### config.mk
export PLATFORM = sky130hd
export DESIGN_NAME = clock_time_set_controller_flat
export DESIGN_NICKNAME = d
export VERILOG_FILES = /design/src/rtl/core/ctsc_pkg.sv /design/src/rtl/core/ctsc_chan_if.sv /design/src/rtl/core/clock_time_set_controller.sv /design/src/flat_wrapper.sv
export VERILOG_INCLUDE_DIRS = /design/src /design/src/rtl/core
export SDC_FILE = /design/constraint.sdc
export NUM_CORES = 1
export LEC_CHECK = 0
export BUFFER_PORTS_ARGS = -buffer_cell sky130_fd_sc_hd__buf_2
export CORE_MARGIN = 4
export CORE_UTILIZATION = 65
export CTS_CLUSTER_SIZE = 12
export DETAILED_ROUTE_END_ITERATION = 7
export PLACE_DENSITY = 0.9
export SYNTH_ARGS = -nofsm -noshare
export SYNTH_HDL_FRONTEND = slang
export SYNTH_SLANG_ARGS = --single-unit
### constraint.sdc
create_clock -name clk -period 11.99 [get_ports clk]
set_input_delay 0 -clock clk [delete_from_list [all_inputs] [get_ports clk]]
set_output_delay 0 -clock clk [all_outputs]
set_load 0.005 [all_outputs]
### src/rtl/core/clock_time_set_controller_assert.svh
// Assertion macros shared by the clock/time-set controller RTL.
// Each macro expects a clock named clk and a synchronous reset named rst in scope.
`ifndef CLOCK_TIME_SET_CONTROLLER_ASSERT_SVH
`define CLOCK_TIME_SET_CONTROLLER_ASSERT_SVH

// Same-cycle implication, checked outside reset
`define CTSC_ASSERT_NOW(label, ante, cons, msg) \
  label: assert property (@(posedge clk) disable iff (rst) (ante) |-> (cons)) \
    else $error(msg);

// Next-cycle implication, checked outside reset
`define CTSC_ASSERT_NEXT(label, ante, cons, msg) \
  label: assert property (@(posedge clk) disable iff (rst) (ante) |=> (cons)) \
    else $error(msg);

`endif

### src/rtl/core/ctsc_pkg.sv
// Package for the clock/time-set controller: payload types, register indexes,
// mode and LED codes, reset values. No dependencies.
`default_nettype none

package ctsc_pkg;

  // Field widths
  localparam int unsigned HOUR_W   = 5;
  localparam int unsigned MINUTE_W = 6;
  localparam int unsigned MODE_W   = 2;
  localparam int unsigned PHASE_OUT_W = 5;
  localparam int unsigned LED_W    = 2;
  localparam int unsigned TIMEOUT_W = 16;
  localparam int unsigned HOLD_W   = 8;
  localparam int unsigned CFG_IDX_W = 2;
  localparam int unsigned CFG_DATA_W = 16;

  // Configuration register indexes
  localparam logic [CFG_IDX_W-1:0] CFG_IDLE_LIMIT  = 2'd0;
  localparam logic [CFG_IDX_W-1:0] CFG_HOLD_TO_SET = 2'd1;
  localparam logic [CFG_IDX_W-1:0] CFG_SHORT_PRESS = 2'd2;

  // Setting modes; MODE_DONE only exists transiently before wrapping to clock
  localparam logic [MODE_W-1:0] MODE_CLOCK  = 2'd0;
  localparam logic [MODE_W-1:0] MODE_HOUR   = 2'd1;
  localparam logic [MODE_W-1:0] MODE_MINUTE = 2'd2;
  localparam logic [MODE_W-1:0] MODE_DONE   = 2'd3;

  localparam logic [LED_W-1:0] LED_OFF = 2'd3;

  // Request kinds
  localparam logic REQ_TICK   = 1'b0;
  localparam logic REQ_BUTTON = 1'b1;

  // Limits and reset values
  localparam logic [HOUR_W-1:0]    HOUR_MAX     = 5'd23;
  localparam logic [MINUTE_W-1:0]  MINUTE_MAX   = 6'd59;
  localparam logic [HOUR_W-1:0]    HOUR_RESET   = 5'd8;
  localparam logic [HOLD_W-1:0]    HOLD_SAT     = 8'd255;
  localparam logic [TIMEOUT_W-1:0] IDLE_LIMIT_RESET  = 16'd300;
  localparam logic [HOLD_W-1:0]    HOLD_TO_SET_RESET = 8'd60;
  localparam logic [HOLD_W-1:0]    SHORT_PRESS_RESET = 8'd15;
  localparam int unsigned          MINUTE_PHASE = 15;

  typedef struct packed {
    logic                req_type;
    logic                button_down;
    logic [HOUR_W-1:0]   rtc_hour;
    logic [MINUTE_W-1:0] rtc_minute;
  } req_t;

  typedef struct packed {
    logic [HOUR_W-1:0]      shown_hour;
    logic [MINUTE_W-1:0]    shown_minute;
    logic [MODE_W-1:0]      mode;
    logic [PHASE_OUT_W-1:0] colon_phase;
    logic [LED_W-1:0]       led_color;
    logic                   rtc_write;
    logic                   display_on;
  } res_t;

endpackage

`default_nettype wire

### src/rtl/core/ctsc_chan_if.sv
// Valid/ready channel carrying one payload struct per transaction.
// Payload type comes from ctsc_pkg (req_t or res_t).
`default_nettype none

interface ctsc_chan_if #(
  parameter type payload_t = logic
);
  logic     valid;
  logic     ready;
  payload_t payload;

  modport source (output valid, output payload, input ready);
  modport sink   (input valid, input payload, output ready);
endinterface

`default_nettype wire

### src/rtl/core/clock_time_set_controller.sv
// Latency: a result is valid the cycle after its request transaction is accepted.
// Throughput: one request per cycle; the result register frees as it is taken,
// so a request is accepted whenever the result slot is empty or being drained.
// Reset (synchronous, rst high): time 08:00, clock mode, awake counter zero,
// registers 300 / 60 / 15, result slot empty. Uses ctsc_pkg, ctsc_chan_if.
`default_nettype none

module clock_time_set_controller
  import ctsc_pkg::*;
#(
  parameter int unsigned TICKS_PER_SECOND = 30
) (
  input  wire logic                  clk,
  input  wire logic                  rst,
  input  wire logic                  cfg_we,
  input  wire logic [CFG_IDX_W-1:0]  cfg_index,
  input  wire logic [CFG_DATA_W-1:0] cfg_data,
  ctsc_chan_if.sink                  req,
  ctsc_chan_if.source                res
);

`include "clock_time_set_controller_assert.svh"

  localparam int unsigned PHASE_W =
    ($clog2(TICKS_PER_SECOND) > 4) ? $clog2(TICKS_PER_SECOND) : 4;
  localparam logic [PHASE_W-1:0] PHASE_LAST = PHASE_W'(TICKS_PER_SECOND - 1);
  localparam logic [PHASE_W-1:0] PHASE_MIN  = PHASE_W'(MINUTE_PHASE);
  // Phase after a tick from the minute-setting value, which may lie past the wrap
  localparam logic [PHASE_W-1:0] PHASE_AFTER_MIN =
    PHASE_W'((MINUTE_PHASE + 1) % TICKS_PER_SECOND);
  localparam logic MIN_PAST_WRAP = (MINUTE_PHASE >= TICKS_PER_SECOND);

  // Configuration registers
  logic [TIMEOUT_W-1:0] idle_limit;
  logic [HOLD_W-1:0]    hold_to_set;
  logic [HOLD_W-1:0]    short_press;

  // Controller state
  logic [PHASE_W-1:0]   tick_phase,   tick_phase_next;
  logic                 reload_due,   reload_due_next;
  logic [TIMEOUT_W-1:0] awake_left,   awake_left_next;
  logic [HOLD_W-1:0]    hold_ticks,   hold_ticks_next;
  logic [MODE_W-1:0]    set_mode,     set_mode_next;
  logic [HOUR_W-1:0]    hour_count,   hour_count_next;
  logic [MINUTE_W-1:0]  minute_count, minute_count_next;
  logic                 asleep,       asleep_next;
  logic                 write_next;

  // Result slot
  logic res_valid;
  res_t res_data;
  logic accept;
  logic [PHASE_W+PHASE_OUT_W-1:0] phase_ext;

  assign req.ready   = ~res_valid | res.ready;
  assign accept      = req.valid & req.ready;
  assign res.valid   = res_valid;
  assign res.payload = res_data;

  // Write configuration registers
  always_ff @(posedge clk) begin
    if (rst) begin
      idle_limit  <= IDLE_LIMIT_RESET;
      hold_to_set <= HOLD_TO_SET_RESET;
      short_press <= SHORT_PRESS_RESET;
    end else if (cfg_we) begin
      unique case (cfg_index)
        CFG_IDLE_LIMIT:  idle_limit  <= cfg_data;
        CFG_HOLD_TO_SET: hold_to_set <= cfg_data[HOLD_W-1:0];
        CFG_SHORT_PRESS: short_press <= cfg_data[HOLD_W-1:0];
        default: ;
      endcase
    end
  end

  // Compute the full state update for one request
  always_comb begin
    logic run;
    logic [TIMEOUT_W-1:0] margin;
    tick_phase_next   = tick_phase;
    reload_due_next   = reload_due;
    awake_left_next   = awake_left;
    hold_ticks_next   = hold_ticks;
    set_mode_next     = set_mode;
    hour_count_next   = hour_count;
    minute_count_next = minute_count;
    asleep_next       = asleep;
    write_next        = 1'b0;
    run               = 1'b1;
    margin            = idle_limit - TIMEOUT_W'(hold_to_set);

    if (asleep) begin
      // Wake on a button change and reload the time; ignore ticks
      if (req.payload.req_type == REQ_BUTTON) begin
        hold_ticks_next   = '0;
        awake_left_next   = idle_limit;
        hour_count_next   = (req.payload.rtc_hour > HOUR_MAX) ? '0 : req.payload.rtc_hour;
        minute_count_next = (req.payload.rtc_minute > MINUTE_MAX) ?
                            '0 : req.payload.rtc_minute;
        asleep_next       = 1'b0;
      end else begin
        run = 1'b0;
      end
    end else if (req.payload.req_type == REQ_BUTTON) begin
      hold_ticks_next = '0;
      awake_left_next = idle_limit;
    end else begin
      // Advance phase, count down awake time, count the hold
      if (MIN_PAST_WRAP && tick_phase == PHASE_MIN) begin
        tick_phase_next = PHASE_AFTER_MIN;
      end else if (tick_phase >= PHASE_LAST) begin
        tick_phase_next = '0;
      end else begin
        tick_phase_next = tick_phase + 1'b1;
      end
      if (tick_phase_next == '0) begin
        reload_due_next = 1'b1;
      end
      if (awake_left != '0) begin
        awake_left_next = awake_left - 1'b1;
      end
      if (!req.payload.button_down) begin
        hold_ticks_next = '0;
      end else if (hold_ticks != HOLD_SAT) begin
        hold_ticks_next = hold_ticks + 1'b1;
      end
    end

    if (run) begin
      // Setting machine
      unique case (set_mode_next)
        MODE_HOUR: begin
          tick_phase_next = '0;
          if (hold_ticks_next > short_press) begin
            hour_count_next = (hour_count_next >= HOUR_MAX) ? '0 : hour_count_next + 1'b1;
            hold_ticks_next = '0;
            awake_left_next = idle_limit;
          end
        end
        MODE_MINUTE: begin
          tick_phase_next = PHASE_MIN;
          if (hold_ticks_next > short_press) begin
            minute_count_next = (minute_count_next >= MINUTE_MAX) ?
                                '0 : minute_count_next + 1'b1;
            hold_ticks_next = '0;
            awake_left_next = idle_limit;
          end
        end
        default: begin
          if (hold_ticks_next > hold_to_set) begin
            set_mode_next   = MODE_HOUR;
            hold_ticks_next = '0;
            awake_left_next = idle_limit;
          end else if (reload_due_next) begin
            hour_count_next   = (req.payload.rtc_hour > HOUR_MAX) ?
                                '0 : req.payload.rtc_hour;
            minute_count_next = (req.payload.rtc_minute > MINUTE_MAX) ?
                                '0 : req.payload.rtc_minute;
            reload_due_next   = 1'b0;
          end
        end
      endcase

      // Advance on inactivity
      if (set_mode_next != MODE_CLOCK && idle_limit > TIMEOUT_W'(hold_to_set) &&
          awake_left_next < margin) begin
        set_mode_next   = set_mode_next + 1'b1;
        hold_ticks_next = '0;
        awake_left_next = idle_limit;
      end
      // Leave minute setting and request the RTC write
      if (set_mode_next == MODE_DONE) begin
        write_next      = 1'b1;
        set_mode_next   = MODE_CLOCK;
        hold_ticks_next = '0;
        awake_left_next = idle_limit;
      end
      // Sleep when the awake time runs out
      if (awake_left_next == '0) begin
        asleep_next = 1'b1;
      end
    end
  end

  // Update state on an accepted transaction
  always_ff @(posedge clk) begin
    if (rst) begin
      tick_phase   <= '0;
      reload_due   <= 1'b0;
      awake_left   <= '0;
      hold_ticks   <= '0;
      set_mode     <= MODE_CLOCK;
      hour_count   <= HOUR_RESET;
      minute_count <= '0;
      asleep       <= 1'b0;
    end else if (accept) begin
      tick_phase   <= tick_phase_next;
      reload_due   <= reload_due_next;
      awake_left   <= awake_left_next;
      hold_ticks   <= hold_ticks_next;
      set_mode     <= set_mode_next;
      hour_count   <= hour_count_next;
      minute_count <= minute_count_next;
      asleep       <= asleep_next;
    end
  end

  assign phase_ext = {{PHASE_OUT_W{1'b0}}, tick_phase_next};

  // Hold the result until taken; load a new one on accept
  always_ff @(posedge clk) begin
    if (rst) begin
      res_valid <= 1'b0;
    end else if (accept) begin
      res_valid <= 1'b1;
    end else if (res.ready) begin
      res_valid <= 1'b0;
    end
  end

  always_ff @(posedge clk) begin
    if (accept) begin
      res_data.shown_hour   <= hour_count_next;
      res_data.shown_minute <= minute_count_next;
      res_data.mode         <= set_mode_next;
      res_data.colon_phase  <= phase_ext[PHASE_OUT_W-1:0];
      res_data.led_color    <= asleep_next ? LED_OFF : set_mode_next;
      res_data.rtc_write    <= write_next;
      res_data.display_on   <= ~asleep_next;
    end
  end

  `CTSC_ASSERT_NEXT(a_accept_fills_slot, accept, res_valid,
    "accepted transaction did not produce a result")
  `CTSC_ASSERT_NOW(a_mode_range, 1'b1, set_mode != MODE_DONE,
    "setting mode stuck past minute setting")
  `CTSC_ASSERT_NOW(a_time_range, 1'b1,
    hour_count <= HOUR_MAX && minute_count <= MINUTE_MAX,
    "held time out of range")
  `CTSC_ASSERT_NOW(a_sleep_result, res_valid && !res_data.display_on,
    res_data.led_color == LED_OFF && !res_data.rtc_write,
    "asleep result shows LED or requests a write")
  `CTSC_ASSERT_NOW(a_write_in_clock, res_valid && res_data.rtc_write,
    res_data.mode == MODE_CLOCK && res_data.led_color == MODE_CLOCK,
    "RTC write requested outside clock mode")

endmodule

`default_nettype wire

### src/flat_wrapper.sv
// flat-port wrapper written by rule: the top's interface ports become plain ports
module clock_time_set_controller_flat import ctsc_pkg::*;
#(
  parameter int unsigned TICKS_PER_SECOND = 30
)
  (clk, rst, cfg_we, cfg_index, cfg_data, req_valid, req_payload, req_ready, res_valid, res_payload, res_ready);
  ctsc_chan_if #(.payload_t(req_t)) req_i ();
  ctsc_chan_if #(.payload_t(res_t)) res_i ();
  input  wire logic clk;
  input  wire logic rst;
  input  wire logic cfg_we;
  input  wire logic [CFG_IDX_W-1:0] cfg_index;
  input  wire logic [CFG_DATA_W-1:0] cfg_data;
  input wire logic [$bits(req_i.valid)-1:0] req_valid;
  input wire logic [$bits(req_i.payload)-1:0] req_payload;
  output wire logic [$bits(req_i.ready)-1:0] req_ready;
  output wire logic [$bits(res_i.valid)-1:0] res_valid;
  output wire logic [$bits(res_i.payload)-1:0] res_payload;
  input wire logic [$bits(res_i.ready)-1:0] res_ready;
  assign req_i.valid = req_valid;
  assign req_i.payload = req_payload;
  assign req_ready = req_i.ready;
  assign res_valid = res_i.valid;
  assign res_payload = res_i.payload;
  assign res_i.ready = res_ready;
  clock_time_set_controller #(.TICKS_PER_SECOND(TICKS_PER_SECOND)) u_core (.clk(clk), .rst(rst), .cfg_we(cfg_we), .cfg_index(cfg_index), .cfg_data(cfg_data), .req(req_i), .res(res_i));
endmodule
==> key figures, run 1 <==
Status
  • Status: complete, no violations

Route
  • WL final: 18600 µm
  • Vias: 6951
  • Routed len/inst: 16.9 µm
  • DR DRC count: 0
  • Iter 0 DRT Violations: 692
  • Antenna viol nets, final: 0
  • TritonRoute pass-1 iters: 5
  • Routed vias/inst: 6.32

Hold path
  • Worst hold path stage count: 4
  • Hold Path Class: primary input to flop
  • Worst Hold End: u_core.idle_limit[0]
  • HP Start: cfg_index[0]

Pwr
  • Worst vdd rail ir drop: 0.0792 mV
  • Pwr Density: 107 nW/µm²
  • Internal: 0.000557 W
  • Switching share of power: 0.345
  • LEAKAGE: 3.19 nW
  • Reg power frac: 0.456
  • Logic pwr share: 0.300
  • Clock power share: 0.244
  • Switch Pwr: 0.000293 W

Clock tree
  • CTS tree: built
  • Clk buf depth: 2
  • Root buffer cell: clkbuf_8
  • Clock transition at path regs: 0.10 ns
  • Clock Latency Late Sink: 0.39 ns
  • Clock Sinks: 99
  • H-tree Lvls: 3
  • PostCTS Resize Cnt: 0
  • CTS Buf Count: 9

Global routing
  • Initial antenna violation count: 0
  • Vias in the first global route: 6597
  • Total GRT Usage: 0.294
  • Overflow left after global routing: 0
  • Largest net degree at the start of global routing: 79
  • Global-route wire length before repair: 31200 µm

Yosys
  • Synth cell types: 79
  • Sequential fraction of the synthesis area: 0.304
  • Mapped Nets: 994
  • Average cell area after synthesis: 7.96 µm²
  • Mapped Cells: 909
  • Post-synthesis cell area: 7240 µm²
  • Post-synthesis async set-or-reset flop share: 0
  • Synthesis Warnings: 0
  • EDFF count, synth: 22
  • Most used DFF post-synth: dfxtp_1
  • Seq cells post-synth: 99

Layout
  • ANT cells: 0
  • Cell area after layout: 7920 µm²
  • Fillers: 842
  • Share of cells above drive strength 1: 0.123
  • Syn-to-layout area delta: 9.37%
  • Final Net Count: 1039

Die
  • Core area: 10900 µm²
  • IO Count: 60
  • DIE AREA: 12900 µm²
  • Chip width: 114 µm
  • FP Rows: 38
  • Die span in y: 114 µm
  • Initial core utilization: 0.665

Critical path
  • Worst R2R Path Depth: 21
  • CP max stage delay: 0.62 ns
  • CP max-delay cell: nand2_1
  • Worst endpoint required time: 12.14 ns
  • CP arrival: 7.17 ns
  • Crit path kind: flop to flop
  • Cell mode on critical path: o21ai_0
  • R2R Path Start: u_core.asleep
  • Reg-to-Reg End: u_core.res.payload[3]
  • Startpoint type of the worst setup path: flop
  • Element type at the critical path end: flop
  • R2R setup slack: 4.96 ns
  • Crit path max fanout: 26
  • Cells along the critical path: nor2_1, nand2_1, o21ai_0, a22o_1, ha_1, nor2b_1, o211ai_1, a21oi_1, a32oi_1, nand2_1, o21ai_0, ha_1, a211oi_1, o21ai_0, a31oi_1, o221ai_2, a211oi_1, or3b_1, nand2b_1, o211a_1, or3b_1

Timing
  • Slew margin rel.: 0.255
  • Slew @ Worst Pin: 1.12 ns
  • Sum of negative setup slack: 0 ns
  • Achievable Freq: 142 MHz
  • Final min period: 7.03 ns
  • Period Utilization, post-route: 0.586
  • Final setup vio count: 0
  • RSZ-0062 raised after global routing: false
  • Clock skew: 0.0135 ns
  • Fin worst setup slack: 4.96 ns
  • Final hold vios: 0
  • Max Slew Vio Count: 0

Placed design
  • IO buf count: 59
  • Final GP Congestion: 0.973
  • Placed wire-length estimate: 13300 µm
  • Placed Instance Area: 7550 µm²
  • Pre-CTS setup slack: 5.13 ns

Flow run
  • Max Cap Viol: 0
registers in the layout (all words and copies together), names as in the netlist, 2 cells and up:
name                 flops
u_core.hold_ticks        8
u_core.short_press       8
u_core.res.payload      22
u_core.hour_count        5
u_core.set_mode          2
u_core.hold_to_set       8
u_core.idle_limit       16
u_core.minute_count      6
u_core.awake_left       16
u_core.tick_phase        5
area by class of cell:
class                   count  area [µm²]  area share
flip-flops and latches     99        2200       0.278
well taps                 140         175      0.0221
repair buffers             83         520      0.0658
clock inverters             4        25.0     0.00316
inverters                  41         154      0.0194
clock buffers              12         155      0.0196
multi-input cells         720        4680       0.592
cell usage after synthesis (4+ instances only):
| cell type | n | area share |
|---|---|---|
| o31ai_1 | 5 | 0.0052 |
| mux2i_1 | 29 | 0.040 |
| nor3b_1 | 6 | 0.0062 |
| nor2_1 | 82 | 0.043 |
| xnor2_1 | 15 | 0.018 |
| nand2b_1 | 16 | 0.014 |
| nand3b_1 | 11 | 0.011 |
| o21a_1 | 11 | 0.011 |
| and2_1 | 9 | 0.0078 |
| dfxtp_1 | 77 | 0.21 |
| nor2b_1 | 15 | 0.013 |
| inv_1 | 41 | 0.021 |
| nand4_1 | 13 | 0.011 |
| a21boi_0 | 5 | 0.0052 |
| nor4_1 | 9 | 0.0078 |
| a211o_1 | 4 | 0.0048 |
| nand2_1 | 115 | 0.060 |
| nand3_1 | 22 | 0.015 |
| and3_1 | 7 | 0.0061 |
| xor2_1 | 8 | 0.0097 |
| nor4_2 | 4 | 0.0069 |
| mux2_2 | 10 | 0.016 |
| o21ai_1 | 5 | 0.0035 |
| ha_1 | 48 | 0.083 |
| a31oi_1 | 9 | 0.0078 |
| o22ai_1 | 4 | 0.0035 |
| edfxtp_1 | 22 | 0.091 |
| o21ai_0 | 58 | 0.040 |
| a211oi_1 | 27 | 0.028 |
| o211ai_1 | 5 | 0.0052 |
| a21o_1 | 6 | 0.0062 |
| nor3_1 | 14 | 0.0097 |
| a311oi_1 | 4 | 0.0048 |
| clkbuf_1 | 40 | 0.021 |
| a21oi_1 | 75 | 0.052 |
critical path: cells and delay by family, from the launching register on:
kind            cells  cell delay (ns)
compound gates     12             3.12
fa+ha+maj           2             0.56
flops               1             0.47
simple gates        7             2.63
what timing repair did:
| item | CTS | global route |
|---|---|---|
| endpoints found under the hold margin | 32 | 0 |
| setup buffers | 0 | 0 |
| hold buffers | 18 | 0 |
cells by family after synthesis:
kind of cell / Yosys count / synth area share
AOI/OAI and AO/OA: 260 / 0.233
buffers and inverters: 90 / 0.0503
DFF: 99 / 0.304
muxes: 39 / 0.0557
and+or+nand+nor: 349 / 0.243
adders and majority gates: 49 / 0.0858
xor gates and xnor gates: 23 / 0.0278
routing by layer:
layer | part of all wire | up-vias | GRT usage
met5 | 0 | - | 0
met4 | 0.029 | 0 | 0.119
met3 | 0.078 | 49 | 0.0483
met2 | 0.48 | 350 | 0.487
met1 | 0.42 | 3151 | 0.383
li1 | - | 3401 | -
worst max path at each step:
stage	startpoint	to	cells after the start
final	u_core.asleep	u_core.res.payload[3]	21
after global routing	u_core.asleep	u_core.res.payload[3]	21
after CTS	u_core.asleep	u_core.res.payload[3]	21
after detailed placement	u_core.asleep	u_core.res.payload[3]	21
after global placement	u_core.asleep	u_core.res.payload[3]	21
after floorplan	u_core.asleep	u_core.res.payload[3]	25
per-stage QoR:
| stage | hold slack (ns) | total power (W) | cells | util |
|---|---|---|---|---|
| after floorplan | 0.118 | 0.000578 | 909 | - |
| after global placement | 0.228 | 0.000631 | 1065 | 0.694 |
| after detailed placement | 0.230 | 0.000639 | 1065 | 0.694 |
| after CTS | 0.0354 | 0.000846 | 1099 | 0.727 |
| after global routing | 0.0692 | 0.000899 | 1099 | 0.727 |
| final | 0.0516 | 0.000850 | 1099 | 0.727 |
power groups by stage:
stage | sequential, W | clock [W] | combinational, W
final | 0.000387 | 0.000208 | 0.000255
after global routing | 0.000390 | 0.000225 | 0.000284
after CTS | 0.000386 | 0.000209 | 0.000251
after detailed placement | 0.000394 | 0 | 0.000245
after global placement | 0.000393 | 0 | 0.000238
after floorplan | 0.000387 | 0 | 0.000190
placed cells by master, fill, tap and decap left out, types with 5 or more instances in the layout:
master / count
xor2_1: 8
nand3_1: 22
o21ai_0: 58
o31ai_1: 5
a21o_1: 6
buf_4: 6
o21a_1: 11
nor2b_1: 15
nor2_1: 81
nand3b_1: 11
dfxtp_1: 77
ha_1: 48
a31oi_1: 9
and3_1: 7
a21oi_1: 75
nor3b_1: 5
buf_2: 59
nor3_1: 14
a21boi_0: 5
a211oi_1: 27
mux2_2: 10
o21ai_1: 5
o211ai_1: 5
nand2b_1: 16
clkbuf_8: 11
dlygate4sd3_1: 18
mux2i_1: 29
nand4_1: 13
nor4_1: 9
inv_1: 41
edfxtp_1: 22
and2_1: 9
nand2_1: 115
xnor2_1: 15
No activity file was read; power rests on OpenSTA's default activity.
==> run 2, diff against run 1 <==
--- a/config.mk
+++ b/config.mk
@@ -6,12 +6,13 @@
 export SDC_FILE = /design/constraint.sdc
 export NUM_CORES = 1
 export LEC_CHECK = 0
+export ABC_AREA = 1
 export BUFFER_PORTS_ARGS = -buffer_cell sky130_fd_sc_hd__buf_2
 export CORE_MARGIN = 4
-export CORE_UTILIZATION = 65
+export CORE_UTILIZATION = 61
 export CTS_CLUSTER_SIZE = 12
 export DETAILED_ROUTE_END_ITERATION = 7
-export PLACE_DENSITY = 0.9
+export PLACE_DENSITY = 0.85
 export SYNTH_ARGS = -nofsm -noshare
 export SYNTH_HDL_FRONTEND = slang
 export SYNTH_SLANG_ARGS = --single-unit
==> constraint.sdc (replaced) <==
create_clock -name clk -period 7 [get_ports clk]
set_input_delay 0 -clock clk [delete_from_list [all_inputs] [get_ports clk]]
set_output_delay 0 -clock clk [all_outputs]
set_load 0.005 [all_outputs]
==> key figures, run 2 <==
Hold path
  • Worst Hold End: u_core.hold_to_set[4]
  • HP Start: cfg_index[1]
  • Worst hold path stage count: 3
  • Hold Path Class: primary input to flop

Layout
  • Most common cell after layout, fill and taps aside: nand2_1
  • Syn-to-layout area delta: 12.3%
  • ANT cells: 0
  • Cell area after layout: 8210 µm²
  • Multi-input logic area: 4430 µm²
  • Storage element area: 2200 µm²
  • Max FFs per register: 22
  • Share of cells above drive strength 1: 0.103
  • Final Net Count: 1232
  • Most frequent cells in the layout: nand2_1, inv_1, o21ai_0
  • Fillers: 975

Die
  • Chip width: 117 µm
  • FP Rows: 39
  • DIE AREA: 13800 µm²
  • Core area: 11600 µm²
  • Die span in y: 117 µm
  • IO Count: 60
  • Initial core utilization: 0.632

Timing
  • Max Slew Vio Count: 0
  • Final setup vio count: 0
  • Final min period: 6.35 ns
  • Fin worst setup slack: 0.647 ns
  • Sum of negative setup slack: 0 ns
  • Final hold vios: 0
  • Slew margin rel.: 0.390
  • RSZ-0062 raised after global routing: false
  • Slew @ Worst Pin: 0.908 ns
  • Clock skew: 0.00810 ns
  • Period Utilization, post-route: 0.908
  • Achievable Freq: 157 MHz
  • WHS: 0.0928 ns

Critical path
  • Worst endpoint required time: 7.10 ns
  • CP max-delay cell: dfxtp_1
  • Crit path kind: flop to flop
  • Critical path depth: 39
  • Crit path max fanout: 18
  • Buf+Inv Stages, Crit Path: 6
  • Reg-to-Reg End: u_core.res.payload[0]
  • Element type at the critical path end: flop
  • Crit path max-delay family: simple AND/OR/NAND/NOR gates
  • CP arrival: 6.45 ns
  • R2R Path Start: u_core.hold_ticks[0]
  • Startpoint type of the worst setup path: flop
  • Worst R2R Path Depth: 39
  • CP max stage delay: 0.36 ns
  • Cell mode on critical path: nand2_1
  • R2R setup slack: 0.65 ns

Yosys
  • Seq cells post-synth: 99
  • Post-synthesis cell area: 7310 µm²
  • Average cell area after synthesis: 6.72 µm²
  • Synthesis Warnings: 0
  • Mapped Nets: 1173
  • Top cells by instance count after synthesis: nand2_1, inv_1, o21ai_0
  • Largest cells by area after synthesis: dfxtp_1, nand2_1, edfxtp_1
  • Yosys top cell area share: 0.211
  • EDFF count, synth: 22
  • Synth cell types: 49
  • Post-synthesis async set-or-reset flop share: 0
  • Most used DFF post-synth: dfxtp_1
  • Mapped Cells: 1088
  • Sequential fraction of the synthesis area: 0.301
  • Synth area leader: dfxtp_1
  • Dominant cell by count in the synthesized netlist: nand2_1

Global routing
  • Largest net degree at the start of global routing: 49
  • Overflow left after global routing: 0
  • Total GRT Usage: 0.280
  • Global-route wire length before repair: 32300 µm
  • Initial antenna violation count: 0
  • Vias in the first global route: 6723

Route
  • Routed vias/inst: 5.75
  • Vias: 7447
  • TritonRoute pass-1 iters: 7
  • Antenna viol nets, final: 0
  • Routed len/inst: 14.9 µm
  • DR DRC count: 0
  • Iter 0 DRT Violations: 903
  • WL final: 19300 µm

Pwr
  • Pwr Density: 242 nW/µm²
  • LEAKAGE: 3.91 nW
  • Worst vdd rail ir drop: 0.175 mV

Clock tree
  • CTS tree: built
  • Clock Latency Late Sink: 0.36 ns
  • Clock transition at path regs: 0.07 ns
  • Root buffer cell: clkbuf_16
  • Clock Sinks: 99
  • CTS Buf Count: 9
  • H-tree Lvls: 3
  • Clk buf depth: 2

Placed design
  • IO buf count: 59
  • Pre-CTS setup slack: 0.568 ns
  • Placed Instance Area: 7690 µm²
  • Placed wire-length estimate: 14200 µm
  • Final GP Congestion: 0.931

Flow run
  • Max Cap Viol: 0

Status
  • Status: complete, no violations
## run 2: worst register-to-register path, delay by kind of cell (launching register included)
family                   cells  cell delay [ns]
AND/OR/NAND/NOR             22             2.96
AO/OA/AOI/OAI                7             1.29
XOR/XNOR                     1             0.06
flip-flops                   1             0.36
adder cells (fa/ha/maj)      3             0.79
buffers and inverters        6             0.62
## run 2: per-layer routing
layer / track usage / vias up / part of all wire
met5: 0 / - / 0
met4: 0.0850 / 0 / 0.018
met3: 0.0519 / 30 / 0.078
met2: 0.460 / 305 / 0.46
met1: 0.375 / 3358 / 0.44
li1: - / 3754 / -
## run 2: per-stage QoR
stage	instances	utilization	power [W]
finish	1295	0.710	0.00198
global route	1295	0.710	0.00212
CTS	1295	0.708	0.00197
detailed placement	1262	0.665	0.00141
global placement	1262	0.665	0.00140
floorplan	1088	-	0.00124
## run 2: what timing repair did
| item | 4_1_cts | 5_1_grt |
|---|---|---|
| gates resized for setup | 0 | 4 |
| setup buffers | 0 | 0 |
| setup endpoints to repair | 0 | 7 |
| hold buffers | 17 | 0 |
| endpoints found under the hold margin | 30 | 0 |
## run 2: how the worst max path moves through the flow
stage / from / to / slack (ns)
after floorplan: u_core.hold_ticks[1] / u_core.res.payload[0] / 1.56
after global placement: u_core.asleep / u_core.res.payload[3] / 0.83
after detailed placement: u_core.asleep / u_core.res.payload[0] / 0.57
after CTS: u_core.asleep / u_core.res.payload[0] / 0.53
after global routing: u_core.hold_ticks[1] / u_core.res.payload[0] / 0.04
final: u_core.hold_ticks[0] / u_core.res.payload[0] / 0.65
## run 2: where the power goes
part / internal, W / switching (W) / total [W]
logic: 0.000259 / 0.000482 / 0.000740
registers: 0.000648 / 0.0000417 / 0.000690
clock network: 0.000332 / 0.000221 / 0.000553
total: 0.00124 / 0.000744 / 0.00198
## run 2: layout make-up
cell class / instances / share of cell area
clock inverters: 4 / 0.00884
flip-flops and latches: 99 / 0.268
repair buffers: 85 / 0.0649
multi-input cells: 810 / 0.539
clock buffers: 12 / 0.0313
inverters: 142 / 0.0654
well taps: 143 / 0.0218
## run 2: cells by family after synthesis
group           count (synthesis)  share of synthesized area
mux                             2                    0.00274
flops                          99                      0.301
fa+ha+maj                      49                     0.0849
compound gates                288                      0.223
buf+inv                       179                     0.0947
simple gates                  446                      0.263
xor+xnor                       25                     0.0300
==> run 3, diff against run 2 <==
--- a/config.mk
+++ b/config.mk
@@ -8,11 +8,13 @@
 export LEC_CHECK = 0
 export ABC_AREA = 1
 export BUFFER_PORTS_ARGS = -buffer_cell sky130_fd_sc_hd__buf_2
+export CORE_ASPECT_RATIO = 1.1
 export CORE_MARGIN = 4
-export CORE_UTILIZATION = 61
+export CORE_UTILIZATION = 30
 export CTS_CLUSTER_SIZE = 12
 export DETAILED_ROUTE_END_ITERATION = 7
-export PLACE_DENSITY = 0.85
+export GPL_TIMING_DRIVEN = 0
+export PLACE_DENSITY = 0.5
 export SYNTH_ARGS = -nofsm -noshare
 export SYNTH_HDL_FRONTEND = slang
 export SYNTH_SLANG_ARGS = --single-unit
==> key figures, run 3 (same netlist as run 2, synthesis figures left out) <==
Route
  • Antenna viol nets, final: 0
  • Vias: 7384
  • DR DRC count: 0
  • Iter 0 DRT Violations: 380
  • WL final: 23100 µm
  • TritonRoute pass-1 iters: 5
  • Routed vias/inst: 4.97
  • Routed len/inst: 15.6 µm

Clock tree
  • CTS Buf Count: 9
  • CTS tree: built
  • Clock Sinks: 99
  • Clock transition at path regs: 0.08 ns
  • Clock Latency Late Sink: 0.37 ns
  • Clk buf depth: 2
  • Root buffer cell: clkbuf_16
  • H-tree Lvls: 3

Die
  • Initial core utilization: 0.307
  • IO Count: 60
  • Die span in y: 172 µm
  • DIE AREA: 26900 µm²
  • Core area: 23800 µm²
  • Chip width: 157 µm
  • FP Rows: 59

Placed design
  • IO buf count: 59
  • Pre-CTS setup slack: -0.439 ns
  • Placed wire-length estimate: 18100 µm
  • Final GP Congestion: 0.894

Timing
  • Clock skew: 0.0125 ns
  • RSZ-0062 raised after global routing: false
  • Final min period: 6.36 ns
  • Final setup vio count: 0
  • Final hold vios: 0
  • Sum of negative setup slack: 0 ns
  • Period Utilization, post-route: 0.908
  • Slew @ Worst Pin: 1.03 ns
  • Max Slew Vio Count: 0
  • Achievable Freq: 157 MHz
  • WHS: 0.0818 ns
  • Slew margin rel.: 0.305
  • Fin worst setup slack: 0.641 ns

Status
  • Status: complete, no violations

Critical path
  • Worst endpoint required time: 7.07 ns
  • CP max stage delay: 0.40 ns
  • Element type at the critical path end: flop
  • CP max-delay cell: dfxtp_1
  • Startpoint type of the worst setup path: flop
  • CP Launch Point: u_core.asleep
  • R2R Path Start: u_core.asleep
  • Crit path max fanout: 10
  • CP arrival: 6.43 ns
  • Crit path kind: flop to flop

Pwr
  • Overall power: 0.00198 W
  • Pwr Density: 233 nW/µm²
  • Worst vdd rail ir drop: 0.120 mV
  • LEAKAGE: 3.94 nW

Layout
  • Final Net Count: 1262
  • Share of cells above drive strength 1: 0.102
  • Final Core Density: 0.356
  • ANT cells: 0
  • Most common cell after layout, fill and taps aside: nand2_1
  • Max FFs per register: 22
  • Most frequent cells in the layout: nand2_1, inv_1, o21ai_0
  • Syn-to-layout area delta: 16.0%

Flow run
  • Max Cap Viol: 0

Global routing
  • Total GRT Usage: 0.172
  • Overflow left after global routing: 0
  • Initial antenna violation count: 0
  • Largest net degree at the start of global routing: 32
  • Vias in the first global route: 6718
  • Global-route wire length before repair: 36500 µm

Hold path
  • HP Start: cfg_index[0]
  • Hold Path Class: primary input to flop
[run 3: cell count changes in the layout (fill, tap and decap cells not counted), moves of 2 or more]
cell,change
clkinvlp_4,-2
nor2_1,+2
bufinv_16,-2
clkbuf_2,+2
inv_8,+3
buf_2,+4
o21ai_0,-2
clkbuf_1,+28
clkbuf_8,-2
buf_6,+2
nor2_2,-2
inv_6,+2
buf_4,-7
o21ai_1,+2
[run 3: metrics by stage]
stage          instance area [µm²]  instances
5_1_grt                       8480       1487
2_1_floorplan                 7310       1088
3_3_place_gp                  7990       1452
6_report                      8480       1487
3_5_place_dp                  7990       1452
4_1_cts                       8470       1487
[run 3: cell type report]
cell class / instances / area, µm²
fill: 2625 / 15400
multi-input combinational: 810 / 4430
sequential: 99 / 2200
inverter: 142 / 534
timing repair buffer: 78 / 480
tap: 305 / 382
clock buffer: 9 / 225
buffer: 37 / 161
clock inverter: 7 / 65.1
[run 3: worst paths after layout]
check                                        endpoint  slack, ns  cells after the start
worst min-delay path             u_core.idle_limit[2]       0.08                      4
worst min register to register  u_core.short_press[4]       0.47                      2
worst max-delay path            u_core.res.payload[3]       0.64                     34
worst max register to register  u_core.res.payload[3]       0.64                     34
[run 3: routing by layer]
metal,wire [µm],global-route usage
met4,357,0.0494
met5,0,0
met3,939,0.0189
met1,10900,0.233
met2,10900,0.291
[run 3: power by group]
part	switching, W	internal, W
registers	0.0000408	0.000648
logic	0.000504	0.000266
clock network	0.000267	0.000252
[run 3: critical path, delay by kind of cell (launching register included)]
| family | cells | cell delay, ns |
|---|---|---|
| AOI/OAI and AO/OA | 6 | 0.90 |
| adders and majority gates | 2 | 0.66 |
| buffers and inverters | 7 | 1.36 |
| DFF | 1 | 0.40 |
| and+or+nand+nor | 19 | 2.73 |
[run 3: what timing repair did]
item	CTS	global route
resized for setup	2	7
setup endpoints to repair	19	19
hold buffers	17	0
buffers inserted	2	0
pin swaps	1	0
endpoints found under the hold margin	31	0
